[src/sv/sat_pkg.sv]
package sat_pkg;

    localparam int MAX_ROW_LENGTH_DEF = 1024;
    localparam int SUM_WIDTH_DEF      = 48;

    localparam int SAMPLE_W = 16;
    localparam int WEIGHT_W = 16;
    localparam int LEN_W    = 11;
    localparam int IDX_W    = 10;
    localparam int CFG_W    = 16;
    localparam int CFG_IDX_W = 2;
    localparam int PROD_W   = SAMPLE_W + WEIGHT_W + 1;
    localparam int ROW_LIMIT = 1024;

    localparam int OUT_DEPTH = 4;
    localparam int OUT_PTR_W = $clog2(OUT_DEPTH);
    localparam int OUT_CNT_W = OUT_PTR_W + 1;

    localparam logic [CFG_IDX_W-1:0] CFG_ROW_LENGTH    = 2'd0;
    localparam logic [CFG_IDX_W-1:0] CFG_ROW_COUNT     = 2'd1;
    localparam logic [CFG_IDX_W-1:0] CFG_SAMPLE_WEIGHT = 2'd2;

    typedef struct packed {
        logic [LEN_W-1:0]    row_length;
        logic [LEN_W-1:0]    row_count;
        logic [WEIGHT_W-1:0] sample_weight;
    } t_cfg;

    typedef struct packed {
        logic [IDX_W-1:0] column_index;
        logic [IDX_W-1:0] row_index;
        logic             frame_last;
    } t_tag;

    localparam t_cfg CFG_RESET = '{
        row_length:    11'd1024,
        row_count:     11'd1024,
        sample_weight: 16'd1
    };

endpackage

[src/sv/sat_ofifo.sv]
module sat_ofifo
    import sat_pkg::*;
#(
    parameter int SUM_WIDTH = SUM_WIDTH_DEF
) (
    input  logic                 i_clk,
    input  logic                 i_rst_n,
    input  logic                 i_push,
    input  logic [SUM_WIDTH-1:0] i_sum,
    input  t_tag                 i_tag,
    input  logic                 i_stall,
    output logic                 o_valid,
    output logic [SUM_WIDTH-1:0] o_sum,
    output t_tag                 o_tag,
    output logic [OUT_CNT_W-1:0] o_count
);

    logic [SUM_WIDTH-1:0] r_sum [OUT_DEPTH];
    t_tag                 r_tag [OUT_DEPTH];
    logic [OUT_PTR_W-1:0] r_wr_ptr;
    logic [OUT_PTR_W-1:0] r_rd_ptr;
    logic [OUT_CNT_W-1:0] r_count;
    logic                 take;

    assign o_valid = (r_count != '0);
    assign take    = o_valid && !i_stall;

    always_ff @(posedge i_clk) begin
        if (i_push) begin
            r_sum[r_wr_ptr] <= i_sum;
            r_tag[r_wr_ptr] <= i_tag;
        end
    end

    always_ff @(posedge i_clk) begin
        if (!i_rst_n) begin
            r_wr_ptr <= '0;
            r_rd_ptr <= '0;
            r_count  <= '0;
        end else begin
            if (i_push) begin
                r_wr_ptr <= r_wr_ptr + OUT_PTR_W'(1);
            end
            if (take) begin
                r_rd_ptr <= r_rd_ptr + OUT_PTR_W'(1);
            end
            r_count <= r_count + OUT_CNT_W'(i_push) - OUT_CNT_W'(take);
        end
    end

    assign o_sum   = r_sum[r_rd_ptr];
    assign o_tag   = r_tag[r_rd_ptr];
    assign o_count = r_count;

`ifndef SYNTHESIS
    a_no_overflow: assert property (@(posedge i_clk) disable iff (!i_rst_n)
        i_push && !take |-> r_count < OUT_CNT_W'(OUT_DEPTH))
        else $error("result queue overflow");
`endif

endmodule
[config.mk]
export PLATFORM = sky130hd
export DESIGN_NAME = sat_ofifo
export DESIGN_NICKNAME = d
export VERILOG_FILES = /design/src/sv/sat_pkg.sv /design/src/sv/sat_ofifo.sv
export SDC_FILE = /design/constraint.sdc
export NUM_CORES = 1
export LEC_CHECK = 0
export BUFFER_PORTS_ARGS = -buffer_cell sky130_fd_sc_hd__buf_2
export CAP_MARGIN = 5
export CORE_MARGIN = 2
export CORE_UTILIZATION = 45
export CTS_BUF_LIST = sky130_fd_sc_hd__clkbuf_2
export DETAILED_ROUTE_END_ITERATION = 8
export GPL_ROUTABILITY_DRIVEN = 0
export GPL_TIMING_DRIVEN = 0
export PLACE_DENSITY = 0.65
export SYNTH_ARGS = -nofsm -noshare
export SYNTH_HDL_FRONTEND = slang
export SYNTH_SLANG_ARGS = --single-unit
[constraint.sdc]
create_clock -name i_clk -period 3.2 [get_ports i_clk]
set_input_delay 0.96 -clock i_clk [delete_from_list [all_inputs] [get_ports i_clk]]
set_output_delay 0.96 -clock i_clk [all_outputs]
set_load 0.01 [all_outputs]
**Yosys cells after proc, flatten, opt, wreduce, memory -nomap -nowiden**

Memories as Yosys holds them, arrays and structs flattened. A register that Yosys moved wholly into a read port is not among the register bits.
Index checks and enable logic that the tools add are counted.

- Add/subtract/negate cells: 4
- Mux-type cells: 6
- Reduce and logical (&&, ||, !) cells: 3

Operators by type and width:

| operator | count |
|---|---|
| $mux W2 | 4 |
| $add A2 B1 Y2 const B | 2 |
| $add A3 B1 Y3 | 1 |
| $reduce_bool A3 Y1 | 1 |
| $sub A3 B1 Y3 | 1 |
| $mux W1 | 2 |
| $logic_and A1 B1 Y1 | 1 |
| $logic_not A1 Y1 | 1 |

- Flip-flop bits (word level): 7
- Memory bits (writable): 276
- Bits of input ports: 73
- Output and inout port bits: 73
- Word-level logic and storage cells: 18
- Memories kept: 2

Memory list:

| name | depth | bits a word | rd ports | clocked after memory_dff | wr ports | RTL line | RTL |
|---|---|---|---|---|---|---|---|
| r_sum | 4 | 48 | 1 | 1 | 1 | sat_ofifo.sv:18 | `logic [SUM_WIDTH-1:0] r_sum [OUT_DEPTH];` |
| r_tag | 4 | 21 | 1 | 1 | 1 | sat_ofifo.sv:19 | `t_tag r_tag [OUT_DEPTH];` |

**Depth between registers and ports, before layout**

- Depth in word-level cells: 4
- Mapped depth: 9
- Depth with buffers taken out: 9

**Worst setup path after synthesis**

OpenSTA, ideal clock, no wires.

- Kind: input to register
- Start point: in i_push
- End point: mem r_sum[0][0] (netlist name), enable pin
- Arrival: 2.578 ns
- Required time: 2.766 ns
- Path slack: 0.188 ns
- Stages: 1
- Path through: and2_1

- Word-level cells in the longest chain between the ends: 2

RTL lines:

| what | RTL line | RTL |
|---|---|---|
| start: declaration | sat_ofifo.sv:8 | `input logic i_push,` |
| $mux W1 | sat_ofifo.sv:29 | `if (i_push) begin` |
| $mux W1 (implied by the code) | sat_ofifo.sv:30 | `r_sum[r_wr_ptr] <= i_sum;` |
| end: declaration | sat_ofifo.sv:18 |  |

No other way between the ends.

==> flow_metrics.env <==
export IMPL_run_status="finished clean"
export IMPL_post_route_cells_drive_above_1_share_pct=51.3
export IMPL_most_common_layout_cells="276 x edfxtp_1, 109 x buf_2, 100 x clkbuf_2"
export IMPL_area_delta_synth_final_pct=22.5
export IMPL_internal_dissipation_mw=6.42
export IMPL_grt_antenna_before_repair=1
export IMPL_critPathKind="reg -> out"
export IMPL_critPathCaptureType="output port"
export IMPL_numCtsBuffers=71
export IMPL_count_of_buffers_inserted_at_the_top_level_ports=145
export IMPL_clock_root_buffer="clkbuf_2"
export IMPL_die_x_um=156
export IMPL_worstMarginPinSlew_ns=0.508
export IMPL_wire_per_inst_um=19.9
export IMPL_slew_headroom_pct=65.8
export IMPL_holdPathStages=1
export IMPL_seqPwrFrac_pct=50.3
export IMPL_hold_path_class="in -> reg"
export IMPL_timing_reg2reg_worst_path_depth=9
export IMPL_remaining_drc_errors=0
export IMPL_clock_tree_htree_level_count=3
export IMPL_cts_reportedPaths_clkPinSlew_ns=0.09
export IMPL_clk_latency_ns=0.79
export IMPL_vias_in_the_first_global_route=5441
export IMPL_antenna_diode_instance_count=0
export IMPL_grt_max_degree=53
export IMPL_drv_slew=0
export IMPL_dr_first_iter_drc_count=208
export IMPL_rsz0062_at_grt="yes"
export IMPL_post_synth_num_cell_types=24
export IMPL_clk_path_buf_depth=3
export IMPL_final_setup_skew_ns=0.0593
export IMPL_top_level_i_o_count=146
export IMPL_std_cell_rows=55
export IMPL_clock_tree_from_tritoncts="yes"
export IMPL_route_detailed_vias_per_inst=5.16
export IMPL_total_switching_power_mw=2.22
export IMPL_clock_power_share_pct=27.5
export IMPL_layout_nets=719
export IMPL_ir_worst_vdd_mv=0.474
export IMPL_cellLeakagePower_nw=4.48
export IMPL_initial_core_util_pct=45.9
export IMPL_worst_endpoint_arrival_ns=2.14
export IMPL_p_per_area_nw_per_um2=676
export IMPL_post_synth_instance_area_um2=10400
export IMPL_final_min_period_over_clock_period_pct=97.0
export IMPL_p_comb_share_pct=22.2
export IMPL_dieArea_um2=24400
export IMPL_fin_tns_setup_ns=0
export IMPL_grt_overflow_total=0
export IMPL_cp_required_ns=2.24
export IMPL_final_min_clock_period_ns=3.10
export IMPL_routed_via_count=5000
export IMPL_cts_sink_count=285
export IMPL_drt_wl_total_mm=19.3
export IMPL_syn_mean_instance_area_um2=25.6
export IMPL_max_cap_viol_count=0
export IMPL_synth_yosys_warnings=0
export IMPL_first_pass_iters=4
export IMPL_grt_total_usage_pct=15.9
export IMPL_timing_fmax_ghz=0.322
export IMPL_synth_nets=487
export IMPL_synth_yosys_seq_area_share_pct=81.3
export IMPL_cts_hold_repair_buffers=0
export IMPL_ant_nets=0
export IMPL_path_max_fanout=5
export IMPL_critPathLaunchType="register"
export IMPL_hold_ws_ns=0.381
export IMPL_switching_share_pct=25.7
export IMPL_finalSetupViolCount=0
export IMPL_dp_hpwl_mm=11.1
export IMPL_hold_viol=0
export IMPL_grt_first_pass_wirelength_mm=28.8
export IMPL_syn_inst=407
export IMPL_synth_ff_latch_count=285
export IMPL_mostFrequentLayoutCell="edfxtp_1"
export IMPL_placeableCoreArea_um2=22700
export IMPL_die_ht_um=156
==> timing repair <==
action,CTS,global route
gates cloned,1,4
resized for setup,38,29
buffers inserted,5,0
setup endpoints to repair,60,69
hold endpoints to repair,0,0
==> metal layers <==
| metal | vias to the layer above | global-route usage (%) | wire length, um |
|---|---|---|---|
| met5 | - | 0 | 11 |
| met4 | 2 | 5.29 | 239 |
| li1 | 2244 | - | - |
| met2 | 184 | 26.9 | 9960 |
| met1 | 2542 | 19.0 | 7650 |
| met3 | 28 | 5.81 | 1410 |
==> registers in the layout, summed over array words and instances (netlist names), named ones only <==
name      count
r_wr_ptr      2
r_rd_ptr      2
o_count       3
r_sum       192
r_tag        84
==> critical path, stage by stage, from the launching register on <==
cell and delay (ns):
dfxtp_2 0.33, buf_6 0.13, buf_12 0.14, clkbuf_16 0.15
mux4_2 0.51, buf_6 0.14
==> layout make-up <==
type | count | area [um^2]
Sequential cell | 285 | 8470
Clock inverter | 22 | 165
Multi-Input combinational cell | 99 | 1810
Clock buffer | 96 | 480
Tap cell | 285 | 357
Timing Repair Buffer | 159 | 1250
Buffer | 16 | 204
Fill cell | 1750 | 9940
Inverter | 7 | 26.3
==> kinds of logic (layout without fill, tap and decap cells) <==
family	count (synthesis)	in the layout	synth area share (%)
xor+xnor	3	3	0.252
flops	285	285	81.3
simple gates	15	15	0.852
buf+inv	23	300	1.43
compound gates	3	3	0.192
mux	71	71	15.1
fa+ha+maj	7	7	0.912
==> Yosys cell counts <==
master / instances / area (um^2)
a21boi_0: 2 / 15.0
clkbuf_1: 5 / 18.8
buf_4: 5 / 37.5
fa_1: 1 / 20.0
buf_2: 3 / 15.0
and2_1: 8 / 50.1
mux2i_1: 2 / 20.0
nor3b_1: 1 / 7.51
or3_1: 1 / 6.26
edfxtp_1: 276 / 8290
nand2_1: 1 / 3.75
nand2b_1: 1 / 6.26
ha_1: 6 / 75.1
nor2_1: 1 / 3.75
buf_12: 2 / 40.0
buf_6: 1 / 11.3
nor3_1: 1 / 5.00
mux4_2: 69 / 1550
xor2_1: 1 / 8.76
nor2b_1: 1 / 6.26
dfxtp_1: 9 / 180
inv_1: 7 / 26.3
xnor2_1: 2 / 17.5
o21ai_0: 1 / 5.00
==> path summary, 6_finish.rpt <==
check | end | slack, ns | from
worst max-delay path | o_sum[45] | 0.1 | register
worst min-delay path | r_sum[1][11]$_DFFE_PP_ | 0.38 | i_sum[11]
worst max register to register | o_count[2]$_SDFF_PN0_ | 0.88 | o_count[1]$_SDFF_PN0_
worst min register to register | r_rd_ptr[1]$_SDFFE_PN0P_ | 0.50 | r_rd_ptr[1]$_SDFFE_PN0P_
==> stage by stage <==
stage / instance area [um^2] / std cells / power (mW) / util, % / setup slack (ns)
3_3_place_gp: 11500 / 837 / 5.94 / 50.7 / -1.31
2_1_floorplan: 10400 / 407 / 5.42 / - / 0.188
4_1_cts: 12500 / 965 / 8.60 / 55.1 / -0.0184
5_1_grt: 12800 / 969 / 9.09 / 56.2 / -0.0673
3_5_place_dp: 11600 / 841 / 5.98 / 51.2 / 0.535
6_report: 12800 / 969 / 8.63 / 56.2 / 0.0962
==> power by group through the flow <==
stage / Combinational, mW / Sequential (mW) / Clock [mW]
6_report: 1.91 / 4.34 / 2.38
5_1_grt: 2.06 / 4.36 / 2.67
4_1_cts: 1.75 / 4.35 / 2.50
3_5_place_dp: 1.55 / 4.43 / 0
3_3_place_gp: 1.50 / 4.44 / 0
2_1_floorplan: 0.985 / 4.43 / 0
No activity file was read; power rests on OpenSTA's default activity.
