$ cat src/sv/sat_pkg.sv
package sat_pkg;

    localparam int MAX_ROW_LENGTH_DEF = 1024;
    localparam int SUM_WIDTH_DEF      = 48;

    localparam int SAMPLE_W = 16;
    localparam int WEIGHT_W = 16;
    localparam int LEN_W    = 11;
    localparam int IDX_W    = 10;
    localparam int CFG_W    = 16;
    localparam int CFG_IDX_W = 2;
    localparam int PROD_W   = SAMPLE_W + WEIGHT_W + 1;
    localparam int ROW_LIMIT = 1024;

    localparam int OUT_DEPTH = 4;
    localparam int OUT_PTR_W = $clog2(OUT_DEPTH);
    localparam int OUT_CNT_W = OUT_PTR_W + 1;

    localparam logic [CFG_IDX_W-1:0] CFG_ROW_LENGTH    = 2'd0;
    localparam logic [CFG_IDX_W-1:0] CFG_ROW_COUNT     = 2'd1;
    localparam logic [CFG_IDX_W-1:0] CFG_SAMPLE_WEIGHT = 2'd2;

    typedef struct packed {
        logic [LEN_W-1:0]    row_length;
        logic [LEN_W-1:0]    row_count;
        logic [WEIGHT_W-1:0] sample_weight;
    } t_cfg;

    typedef struct packed {
        logic [IDX_W-1:0] column_index;
        logic [IDX_W-1:0] row_index;
        logic             frame_last;
    } t_tag;

    localparam t_cfg CFG_RESET = '{
        row_length:    11'd1024,
        row_count:     11'd1024,
        sample_weight: 16'd1
    };

endpackage

$ cat src/sv/sat_cfg.sv
module sat_cfg
    import sat_pkg::*;
(
    input  logic                 i_clk,
    input  logic                 i_rst_n,
    input  logic                 i_cfg_wr_en,
    input  logic [CFG_IDX_W-1:0] i_cfg_index,
    input  logic [CFG_W-1:0]     i_cfg_data,
    output t_cfg                 o_cfg
);

    t_cfg r_cfg;
    t_cfg n_cfg;

    always_comb begin
        n_cfg = r_cfg;
        if (i_cfg_wr_en) begin
            unique case (i_cfg_index)
                CFG_ROW_LENGTH:    n_cfg.row_length    = i_cfg_data[LEN_W-1:0];
                CFG_ROW_COUNT:     n_cfg.row_count     = i_cfg_data[LEN_W-1:0];
                CFG_SAMPLE_WEIGHT: n_cfg.sample_weight = i_cfg_data[WEIGHT_W-1:0];
                default: ;
            endcase
        end
    end

    always_ff @(posedge i_clk) begin
        if (!i_rst_n) begin
            r_cfg <= CFG_RESET;
        end else begin
            r_cfg <= n_cfg;
        end
    end

    assign o_cfg = r_cfg;

endmodule

$ cat config.mk
export PLATFORM = sky130hd
export DESIGN_NAME = sat_cfg
export DESIGN_NICKNAME = d
export VERILOG_FILES = /design/src/sv/sat_pkg.sv /design/src/sv/sat_cfg.sv
export SDC_FILE = /design/constraint.sdc
export NUM_CORES = 1
export LEC_CHECK = 0
export BUFFER_PORTS_ARGS = -buffer_cell sky130_fd_sc_hd__buf_2
export CORE_MARGIN = 2
export CORE_UTILIZATION = 30
export DETAILED_ROUTE_END_ITERATION = 8
export GPL_TIMING_DRIVEN = 0
export MAX_ROUTING_LAYER = met4
export PLACE_DENSITY = 0.62
export SLEW_MARGIN = 20
export SYNTH_ARGS = -nofsm -noshare
export SYNTH_HDL_FRONTEND = slang
export SYNTH_SLANG_ARGS = --single-unit
$ cat constraint.sdc
create_clock -name i_clk -period 0.8 [get_ports i_clk]
set_clock_uncertainty 0.1 [all_clocks]
set_input_delay 0.04 -clock i_clk [delete_from_list [all_inputs] [get_ports i_clk]]
set_output_delay 0.04 -clock i_clk [all_outputs]
set_load 0.02 [all_outputs]
==> Yosys cells after proc, flatten, opt, wreduce, memory -nomap -nowiden <==
Cells that the tools add are included.
{ "classes": {"eq_ne": 2, "n_reduce_logical": 4} }
{ "op_table": {"columns": ["op", "n"], "rows": [
  ["2-bit AND reduction", 3],
  ["2-bit by 1-bit equality test with 1-bit output (second input constant)", 1],
  ["2-bit equality test (second input constant)", 1],
  ["2-bit logical NOT", 1]
]} }
{ "totals": {"register_bits": 38, "input_bits": 21} }

==> Depth between registers and ports, before layout <==
Gate-level depths: netlist (run 1).
{ "logic_depth": {"word_depth": 2, "mapped_depth": 4, "depth_no_buf": 2} }

==> Least setup slack after synthesis (run 1) <==
OpenSTA, ideal clock, no wires.
{ "synth_path": {"path_kind": "flip-flop to flip-flop", "start": "register o_cfg[0] (netlist name)", "end": "register r_cfg, in the netlist o_cfg[0]", "setup_ns": 0.079, "t_arrival_ns": 0.620, "required_ns": 0.621, "slack_ns": 0.001, "stages_incl_launch_ff": 3, "synth_period_minus_slack_ns": 0.799, "cell_sequence": "dfxtp_1 inv_1 o211ai_1"} }
{ "synth_rtl": {"columns": ["item", "line_no", "source"], "rows": [
  ["end signal, assigned", "sat_cfg.sv:31", "r_cfg <= n_cfg;"],
  ["end, declared", "sat_cfg.sv:12", "t_cfg r_cfg;"]
]} }

==> Final worst setup path (run 1) <==
{ "layout_path": {"start": "register r_cfg, in the netlist o_cfg[35]", "end": "output o_cfg[35] (netlist bit)"} }
{ "layout_rtl": {"columns": ["item", "line_no", "source"], "rows": [
  ["end, declared", "sat_cfg.sv:9", "output t_cfg o_cfg"]
]} }
No word-level cell between the ends.

==> results of run 1 <==
[worst max-delay path by stage]
stage	startpoint	endpoint	slack, ns	depth (start not counted)
2_1_floorplan	o_cfg[0]$_SDFFE_PN1P_	o_cfg[0]$_SDFFE_PN1P_	0.0007	2
3_3_place_gp	i_cfg_index[1]	o_cfg[37]$_SDFFE_PN1P_	-0.24	4
6_report	o_cfg[35]$_SDFFE_PN0P_	o_cfg[35]	-0.09	1
5_1_grt	o_cfg[18]$_SDFFE_PN0P_	o_cfg[18]	-0.12	1
3_5_place_dp	i_cfg_index[1]	o_cfg[34]$_SDFFE_PN0P_	-0.25	4
4_1_cts	o_cfg[31]$_SDFFE_PN0P_	o_cfg[31]	-0.10	1
[area by class of cell]
class,count,area (sq um)
clock inverters,1,5.00
repair buffers,75,697
well taps,54,67.6
inverters,1,3.75
fillers,450,2300
clock buffers,7,86.3
plain buffers,10,61.3
multi-input cells,97,664
flip-flops and latches,38,808
[metal layers]
layer	share of wire, %	vias up
met5	0	-
met1	48	578
met3	3.8	7
li1	-	642
met2	47	37
met4	1.2	0
[where the power goes]
group	switching (W)	internal, W
registers	0.0000473	0.00197
clock network	0.000656	0.000695
logic	0.000295	0.000309
total	0.000998	0.00298
[through the flow]
stage / setup slack [ns] / TNS [ns] / power (W) / cells / utilization [%]
final: -0.0870 / -2.85 / 0.00397 / 283 / 51.0
after detailed placement: -0.247 / -6.10 / 0.00248 / 257 / 38.6
after CTS: -0.102 / -3.51 / 0.00400 / 280 / 49.8
after global placement: -0.239 / -5.81 / 0.00247 / 257 / 38.6
after floorplan: 0.000652 / 0 / 0.00230 / 146 / -
after global routing: -0.120 / -4.05 / 0.00415 / 283 / 51.0
[kinds of logic after synthesis]
logic type / after synthesis / synth area share (%)
muxes: 37 / 25.4
AOI/OAI and AO/OA: 1 / 0.515
buffers and inverters: 11 / 4.46
DFF: 38 / 52.1
and+or+nand+nor: 59 / 17.5
[synth_stat cells]
library cell,n
sky130_fd_sc_hd__buf_6,1
sky130_fd_sc_hd__dfxtp_1,38
sky130_fd_sc_hd__nor3b_2,1
sky130_fd_sc_hd__mux2i_1,37
sky130_fd_sc_hd__nand3b_1,2
sky130_fd_sc_hd__and3b_1,1
sky130_fd_sc_hd__o211ai_1,1
sky130_fd_sc_hd__nor2b_1,3
sky130_fd_sc_hd__nand2_1,51
sky130_fd_sc_hd__buf_4,2
sky130_fd_sc_hd__buf_2,7
sky130_fd_sc_hd__inv_1,1
sky130_fd_sc_hd__nand4b_1,1
[what timing repair did]
item                                    4_1_cts  5_1_grt
gates cloned                                  0        1
endpoints found under the hold margin        38        9
resized for setup                           114       14
endpoints found under the setup margin       38       65
setup buffers                                 0        5
[cells in the final DEF, fill, tap and decap left out, drive strengths merged]
cell type / n
nor2b: 3
nand4b: 1
nand2: 51
nand3b: 2
clkbuf: 7
and3b: 1
dfxtp: 38
clkinv: 1
dlygate4sd3: 13
o211ai: 1
nor3b: 1
mux2i: 37
inv: 1
buf: 72
[worst register-to-register path, stage by stage, from the launching register on]
cell	delay, ns
sky130_fd_sc_hd__dfxtp_2	0.35
sky130_fd_sc_hd__buf_6	0.09
sky130_fd_sc_hd__nand2_2	0.03
sky130_fd_sc_hd__mux2i_1	0.13
==> impl_table.tex, run 1 <==
\begin{tabular}{lr}
\hline
Metric & Value \\
\hline
\multicolumn{2}{l}{\textbf{Floorplan}} \\
\quad Floorplan core area & approximately 0.0047 sq mm \\
\quad Die Width & between 70 and 80 um \\
\quad Area of the die & approximately 0.0054 sq mm \\
\quad Number of core rows & 25 \\
\quad Number of I/O pins & 59 \\
\quad Y dimension of the die & around 74 um \\
\quad Initial Util & a little under a third \\
\multicolumn{2}{l}{\textbf{Critical path}} \\
\quad Reg2Reg Depth & 3 \\
\quad Register-to-register setup slack & 0.02 ns \\
\quad Reg2Reg Launch Point & o\_cfg[36]\$\_SDFFE\_PN0P\_ \\
\quad Critical Path End Type & output pin \\
\quad Reg-to-reg endpoint & o\_cfg[36]\$\_SDFFE\_PN0P\_ \\
\quad Cell-by-cell trace of the critical path & buf\_6 \\
\quad Worst EP required & 0.66 ns \\
\quad Crit path launch type & flop \\
\quad Biggest cell delay along the critical path & approximately 0.35 ns \\
\quad Worst Setup Path Type & flop to output pin \\
\quad Arrival time at the worst endpoint & $\sim$0.75 ns \\
\quad CP max-delay cell & sky130\_fd\_sc\_hd\_\_dfxtp\_2 \\
\quad Crit path buffers/inverters & 1 \\
\quad Crit path max-delay family & flip-flops \\
\quad Highest net fanout along the worst path & 2 \\
\multicolumn{2}{l}{\textbf{Clocking}} \\
\quad Worst-skew pair later-pin latency & 0.28 ns \\
\quad Htree depth & 2 \\
\quad CTS root buffer & sky130\_fd\_sc\_hd\_\_clkbuf\_8 \\
\quad Clock Sinks & 38 \\
\quad Clock tree from TritonCTS & done \\
\quad Largest buffer count on any clock path & 2 \\
\quad Number of clock buffers inserted by TritonCTS & 5 \\
\quad Reg clk slew, reported paths & approximately 0.070 ns \\
\quad Hold\_buf cts & 15 \\
\multicolumn{2}{l}{\textbf{Run status}} \\
\quad Failing checks & hold timing, setup timing \\
\quad Status & finished with violations \\
\multicolumn{2}{l}{\textbf{Finish}} \\
\quad Area added between synthesis and finish & 64.1\% \\
\quad Max reg flops & 38 \\
\quad Fraction of final layout cells sized beyond drive strength 1 & 55.9\% \\
\quad Final-stage net count & 249 \\
\quad Antenna fix cells & 0 \\
\quad Finished layout cell area & around 0.0024 sq mm \\
\multicolumn{2}{l}{\textbf{Placement}} \\
\quad Gp weighted congestion & 0.702 \\
\quad Estimated wirelength of the detail-placed design & 2420 um \\
\quad Total of buffers placed on input and output ports & 57 \\
\quad Area post-placement & 0.00181 sq mm \\
\multicolumn{2}{l}{\textbf{STA}} \\
\quad Final setup violation count & 38 \\
\quad Setup repair after global routing missed its margin & true \\
\quad Clock period minus final worst setup slack & $\sim$0.89 ns \\
\quad Post-route setup slack & -0.0870 ns \\
\quad Worst-Margin Slew & a little over 0.3 ns \\
\quad Slew Limit Headroom & 79.6\% \\
\quad Final period util & 111\% \\
\quad Fmax & 1130 MHz \\
\quad Final hold vios & 9 \\
\quad Final max-slew violation count & 0 \\
\quad Worst hold slack & -0.0635 ns \\
\multicolumn{2}{l}{\textbf{Drt}} \\
\quad First DRT Iteration DRCs & 29 \\
\quad \# DRC & 0 \\
\quad Final wirelength & roughly 4000 um \\
\quad Vias after detailed routing & 1,264 \\
\quad WL/cell & 14.1 um \\
\quad Number of iterations in the first detailed-routing pass & 3 \\
\quad Routed Antenna Nets & 0 \\
\quad Routed via count divided by cell count & $\sim$4.5 \\
\multicolumn{2}{l}{\textbf{Worst hold path}} \\
\quad Hold Crit Start & i\_cfg\_data[10] \\
\quad Hold Path Depth & 3 \\
\quad End point of the most critical hold path & o\_cfg[10]\$\_SDFFE\_PN0P\_ \\
\quad Hold Crit Class & primary input to flop \\
\multicolumn{2}{l}{\textbf{Synth}} \\
\quad Register bit count reported by yosys & 38 \\
\quad Leading area contributor after synthesis & sky130\_fd\_sc\_hd\_\_dfxtp\_1 \\
\quad Synthesized area per cell & about 10 sq um \\
\quad Largest cells by area after synthesis & sky130\_fd\_sc\_hd\_\_dfxtp\_1 (52\%), sky130\_fd\_sc\_hd\_\_mux2i\_1 (25\%), sky130\_fd\_sc\_hd\_\_nand2\_1 (13\%) \\
\quad Number of standard cells after synthesis & $\sim$150 \\
\quad Syn Std Cell Area & between 0.001 and 0.0015 sq mm \\
\quad Number of warning messages in the yosys log & 0 \\
\quad Number of nets in the synthesized netlist & 167 \\
\quad Area share of the leading cell type in the synthesized netlist & 52.1\% \\
\quad Number of unique standard cell types used by synthesis & 13 \\
\quad Proportion of synthesized chip area in sequential cells & between 50 and 60\% \\
\multicolumn{2}{l}{\textbf{GRT}} \\
\quad Initial antenna violation count & 0 \\
\quad Maximum number of pins on one net before global-route repair & 12 \\
\quad Met1 global-route usage & 19.4\% \\
\quad Total track usage & 15.5\% \\
\quad Via count of the first global-routing pass & 1,229 \\
\quad Met2 Resource Use GR & 23.9\% \\
\quad Global routing usage on met3 & 4.66\% \\
\quad Total gr overflow & 0 \\
\quad Wire length of the first global-routing pass & $\sim$6000 um \\
\quad Layer with the highest usage after global routing & met2 \\
\multicolumn{2}{l}{\textbf{Pwr}} \\
\quad Leakage power & 1.13 nW \\
\quad PD cells & between 1500 and 2000 mW/mm\^{}2 \\
\quad Worst-case vdd ir drop & roughly 0.77 mV \\
\multicolumn{2}{l}{\textbf{Flow run}} \\
\quad MaxCap Viol Count & 0 \\
\hline
\end{tabular}
Note: power is estimated with default switching activity, not from simulation.
==> inputs of run 2 (changes only) <==
--- a/config.mk
+++ b/config.mk
@@ -6,12 +6,14 @@
 export NUM_CORES = 1
 export LEC_CHECK = 0
 export BUFFER_PORTS_ARGS = -buffer_cell sky130_fd_sc_hd__buf_2
+export CELL_PAD_IN_SITES_DETAIL_PLACEMENT = 1
+export CELL_PAD_IN_SITES_GLOBAL_PLACEMENT = 1
 export CORE_MARGIN = 2
 export CORE_UTILIZATION = 30
 export DETAILED_ROUTE_END_ITERATION = 8
 export GPL_TIMING_DRIVEN = 0
 export MAX_ROUTING_LAYER = met4
-export PLACE_DENSITY = 0.62
+export PLACE_DENSITY = 0.75
 export SLEW_MARGIN = 20
 export SYNTH_ARGS = -nofsm -noshare
 export SYNTH_HDL_FRONTEND = slang
==> constraint.sdc (replaced) <==
create_clock -name i_clk -period 1 [get_ports i_clk]
set_clock_uncertainty 0.1 [all_clocks]
set_input_delay 0.05 -clock i_clk [delete_from_list [all_inputs] [get_ports i_clk]]
set_output_delay 0.05 -clock i_clk [all_outputs]
set_load 0.02 [all_outputs]
==> run 2 against run 1 <==
  * The flow finishes with violations (hold timing)
  * Via count increased by 2.4%
  * Sequential cell count unchanged
  * Combinational power decreased by 32%
  * Final area decreased by 13%
  * Hold slack improved by 0.053 ns
  * Core utilization decreased by 6.6 points
  * Total power decreased by 22%
  * Register-to-register slack improved by 0.25 ns
  * Critical path depth unchanged
==> impl_table.tex, run 2 (synthesis gave the netlist of run 1 again) <==
\begin{tabular}{lr}
\hline
Metric & Value \\
\hline
\multicolumn{2}{l}{\textbf{Placement}} \\
\quad Estimated wirelength of the detail-placed design & 2760 um (was 2420 um) \\
\quad Total of buffers placed on input and output ports & 57 (unchanged) \\
\quad Gp weighted congestion & 0.690 (was 0.702) \\
\quad Pre-CTS setup slack & -0.0362 ns (was -0.247 ns) \\
\multicolumn{2}{l}{\textbf{Clocking}} \\
\quad Clock tree from TritonCTS & done (unchanged) \\
\quad Largest buffer count on any clock path & 2 (unchanged) \\
\quad CTS root buffer & sky130\_fd\_sc\_hd\_\_clkbuf\_8 (unchanged) \\
\quad Reg clk slew, reported paths & 0.07 ns (about the same) \\
\quad Clock Sinks & 38 (unchanged) \\
\quad Htree depth & 2 (unchanged) \\
\quad Number of clock buffers inserted by TritonCTS & 5 (unchanged) \\
\quad Count of buffers added by post-CTS timing repair for setup & 0 (unchanged) \\
\quad Worst-skew pair later-pin latency & 0.29 ns (was 0.28 ns) \\
\multicolumn{2}{l}{\textbf{GRT}} \\
\quad Total track usage & 16.6\% (was 15.5\%) \\
\quad Maximum number of pins on one net before global-route repair & 12 (unchanged) \\
\quad Total gr overflow & 0 (unchanged) \\
\quad Wire length of the first global-routing pass & 6510 um (was 6000 um) \\
\quad Via count of the first global-routing pass & 1,343 (was 1,229) \\
\quad Initial antenna violation count & 0 (unchanged) \\
\multicolumn{2}{l}{\textbf{STA}} \\
\quad Final period util & 96.5\% \\
\quad Final max-slew violation count & 0 (unchanged) \\
\quad Clock period minus final worst setup slack & $\sim$0.96 ns \\
\quad Fmax & 1040 MHz \\
\quad Slew Limit Headroom & 84.3\% (was 79.6\%) \\
\quad Final hold vios & 1 (was 9) \\
\quad Final setup violation count & 0 (was 38) \\
\quad Post-route setup slack & 0.0355 ns (was -0.0870 ns) \\
\quad Worst-Margin Slew & 0.235 ns (was 0.306 ns) \\
\quad Setup repair after global routing missed its margin & false (was true) \\
\quad Worst hold slack & -0.0108 ns (was -0.0635 ns) \\
\multicolumn{2}{l}{\textbf{Critical path}} \\
\quad Critical Path End Type & output pin (unchanged) \\
\quad Crit path max-delay family & flip-flops (unchanged) \\
\quad Crit path launch type & flop (unchanged) \\
\quad Register-to-register setup slack & 0.27 ns (was 0.02 ns) \\
\quad CP max-delay cell & sky130\_fd\_sc\_hd\_\_dfxtp\_1 (was sky130\_fd\_sc\_hd\_\_dfxtp\_2) \\
\quad WP depth & 1 (unchanged) \\
\quad Worst EP required & 0.85 ns (was 0.66 ns) \\
\quad Reg2Reg Depth & 2 (was 3) \\
\quad Highest net fanout along the worst path & 2 (unchanged) \\
\quad Crit path from & o\_cfg[37]\$\_SDFFE\_PN1P\_ (was o\_cfg[35]\$\_SDFFE\_PN0P\_) \\
\quad Reg-to-reg endpoint & o\_cfg[23]\$\_SDFFE\_PN0P\_ (was o\_cfg[36]\$\_SDFFE\_PN0P\_) \\
\quad Biggest cell delay along the critical path & 0.35 ns (about the same) \\
\quad Worst Setup Path Type & flop to output pin (unchanged) \\
\quad Reg2Reg Launch Point & o\_cfg[23]\$\_SDFFE\_PN0P\_ (was o\_cfg[36]\$\_SDFFE\_PN0P\_) \\
\quad Cell-by-cell trace of the critical path & buf\_2 (was buf\_6) \\
\quad Crit path buffers/inverters & 1 (unchanged) \\
\quad Arrival time at the worst endpoint & 0.81 ns (was 0.75 ns) \\
\multicolumn{2}{l}{\textbf{Drt}} \\
\quad WL/cell & 14.0 um (was 14.1 um) \\
\quad Vias after detailed routing & 1,294 (was 1,264) \\
\quad Routed Antenna Nets & 0 (unchanged) \\
\quad First DRT Iteration DRCs & 46 (was 29) \\
\quad Number of iterations in the first detailed-routing pass & 3 (unchanged) \\
\quad Routed via count divided by cell count & 4.59 (was 4.47) \\
\quad \# DRC & 0 (unchanged) \\
\quad Final wirelength & 3950 um (was 4000 um) \\
\multicolumn{2}{l}{\textbf{Run status}} \\
\quad Status & finished with violations (unchanged) \\
\quad Failing checks & hold timing (was hold timing, setup timing) \\
\multicolumn{2}{l}{\textbf{Worst hold path}} \\
\quad Hold Crit Start & i\_cfg\_index[0] (was i\_cfg\_data[10]) \\
\quad Hold Path Depth & 3 (unchanged) \\
\quad Hold Crit Class & primary input to flop (unchanged) \\
\quad End point of the most critical hold path & o\_cfg[31]\$\_SDFFE\_PN0P\_ (was o\_cfg[10]\$\_SDFFE\_PN0P\_) \\
\multicolumn{2}{l}{\textbf{Floorplan}} \\
\quad Die Width & 73.7 um (unchanged) \\
\quad Area of the die & 0.00544 sq mm (unchanged) \\
\quad Y dimension of the die & 73.7 um (unchanged) \\
\quad Number of core rows & 25 (unchanged) \\
\quad Floorplan core area & 0.00469 sq mm (unchanged) \\
\quad Number of I/O pins & 59 (unchanged) \\
\quad Initial Util & 31.1\% (unchanged) \\
\multicolumn{2}{l}{\textbf{Flow run}} \\
\quad MaxCap Viol Count & 0 (unchanged) \\
\multicolumn{2}{l}{\textbf{Finish}} \\
\quad Leading cell types in the layout, fill and taps excluded & sky130\_fd\_sc\_hd\_\_buf\_2 (59), sky130\_fd\_sc\_hd\_\_nand2\_1 (51), sky130\_fd\_sc\_hd\_\_dfxtp\_1 (38), sky130\_fd\_sc\_hd\_\_mux2i\_1 (37), sky130\_fd\_sc\_hd\_\_dlygate4sd3\_1 (17) (was sky130\_fd\_sc\_hd\_\_nand2\_1 (42), sky130\_fd\_sc\_hd\_\_buf\_6 (40), sky130\_fd\_sc\_hd\_\_dfxtp\_2 (38), sky130\_fd\_sc\_hd\_\_mux2i\_1 (37), sky130\_fd\_sc\_hd\_\_buf\_2 (25)) \\
\quad Area added between synthesis and finish & 43.0\% (was 64.1\%) \\
\quad Commonest non-fill, non-tap cell in the layout & sky130\_fd\_sc\_hd\_\_buf\_2 (was sky130\_fd\_sc\_hd\_\_nand2\_1) \\
\quad Final-stage net count & 248 (was 249) \\
\quad Fraction of final layout cells sized beyond drive strength 1 & 32.9\% (was 55.9\%) \\
\quad Max reg flops & 38 (unchanged) \\
\quad Antenna fix cells & 0 (unchanged) \\
\quad Filler cell count in the final layout & 573 (was 450) \\
\multicolumn{2}{l}{\textbf{Pwr}} \\
\quad Leakage power & 1.06 nW (was 1.13 nW) \\
\quad PD cells & 1490 mW/mm\^{}2 (was 1660 mW/mm\^{}2) \\
\quad Worst-case vdd ir drop & 0.594 mV (was 0.772 mV) \\
\hline
\end{tabular}
==> run 2: cell types whose count changed in the layout (fill, tap and decap cells not counted), sizes merged <==
cell         before  now
dlygate4sd3      13   17
buf              72   67
==> run 2: power by group <==
group | internal [W] | switching [W] | total [W] | leakage, nW
clock network | 0.000556 | 0.000543 | 0.00110 | 0.0482
logic | 0.000185 | 0.000226 | 0.000411 | 0.706
registers | 0.00157 | 0.0000267 | 0.00159 | 0.309
==> run 2: layout make-up <==
cell class / count / area, sq um / area share, %
multi-input cells: 97 / 633 / 30.4
clock buffers: 7 / 86.3 / 4.14
clock inverters: 1 / 5.00 / 0.240
inverters: 1 / 3.75 / 0.180
flip-flops and latches: 38 / 761 / 36.5
plain buffers: 10 / 61.3 / 2.94
well taps: 54 / 67.6 / 3.24
repair buffers: 74 / 468 / 22.4
==> run 2: per-stage QoR <==
stage / TNS [ns] / area (sq um) / instances / total power (W) / util, %
floorplan: 0 / 1460 / 146 / 0.00184 / -
global placement: -0.152 / 1810 / 257 / 0.00198 / 38.6
detailed placement: -0.309 / 1810 / 257 / 0.00199 / 38.6
CTS: 0 / 2070 / 282 / 0.00315 / 44.2
global route: 0 / 2090 / 282 / 0.00326 / 44.5
finish: 0 / 2090 / 282 / 0.00310 / 44.5
==> run 2: worst min-delay path: stages <==
cell and delay [ns]:
sky130_fd_sc_hd__buf_2 0.12, sky130_fd_sc_hd__nor3b_2 0.06, sky130_fd_sc_hd__mux2i_1 0.11
==> run 2: per-layer routing <==
layer  vias up  wire (um)  GRT usage [%]
met4         0         42           6.67
li1        642          -              -
met5         -          0              -
met3         4        173           4.25
met2        41       1890           27.4
met1       607       1850           19.2
==> run 2: worst max-delay path by stage <==
| stage | end | slack (ns) |
|---|---|---|
| 2_1_floorplan | o_cfg[27]$_SDFFE_PN0P_ | 0.20 |
| 4_1_cts | o_cfg[23] | 0.02 |
| 6_report | o_cfg[37] | 0.04 |
| 5_1_grt | o_cfg[30] | 0.0009 |
| 3_5_place_dp | o_cfg[29]$_SDFFE_PN0P_ | -0.04 |
| 3_3_place_gp | o_cfg[36]$_SDFFE_PN0P_ | -0.02 |
==> run 2: timing repair <==
item                       in CTS  in global routing
hold endpoints to repair       38                  0
gates resized for setup         0                  5
setup endpoints to repair       0                  5
hold buffers                   17                  0
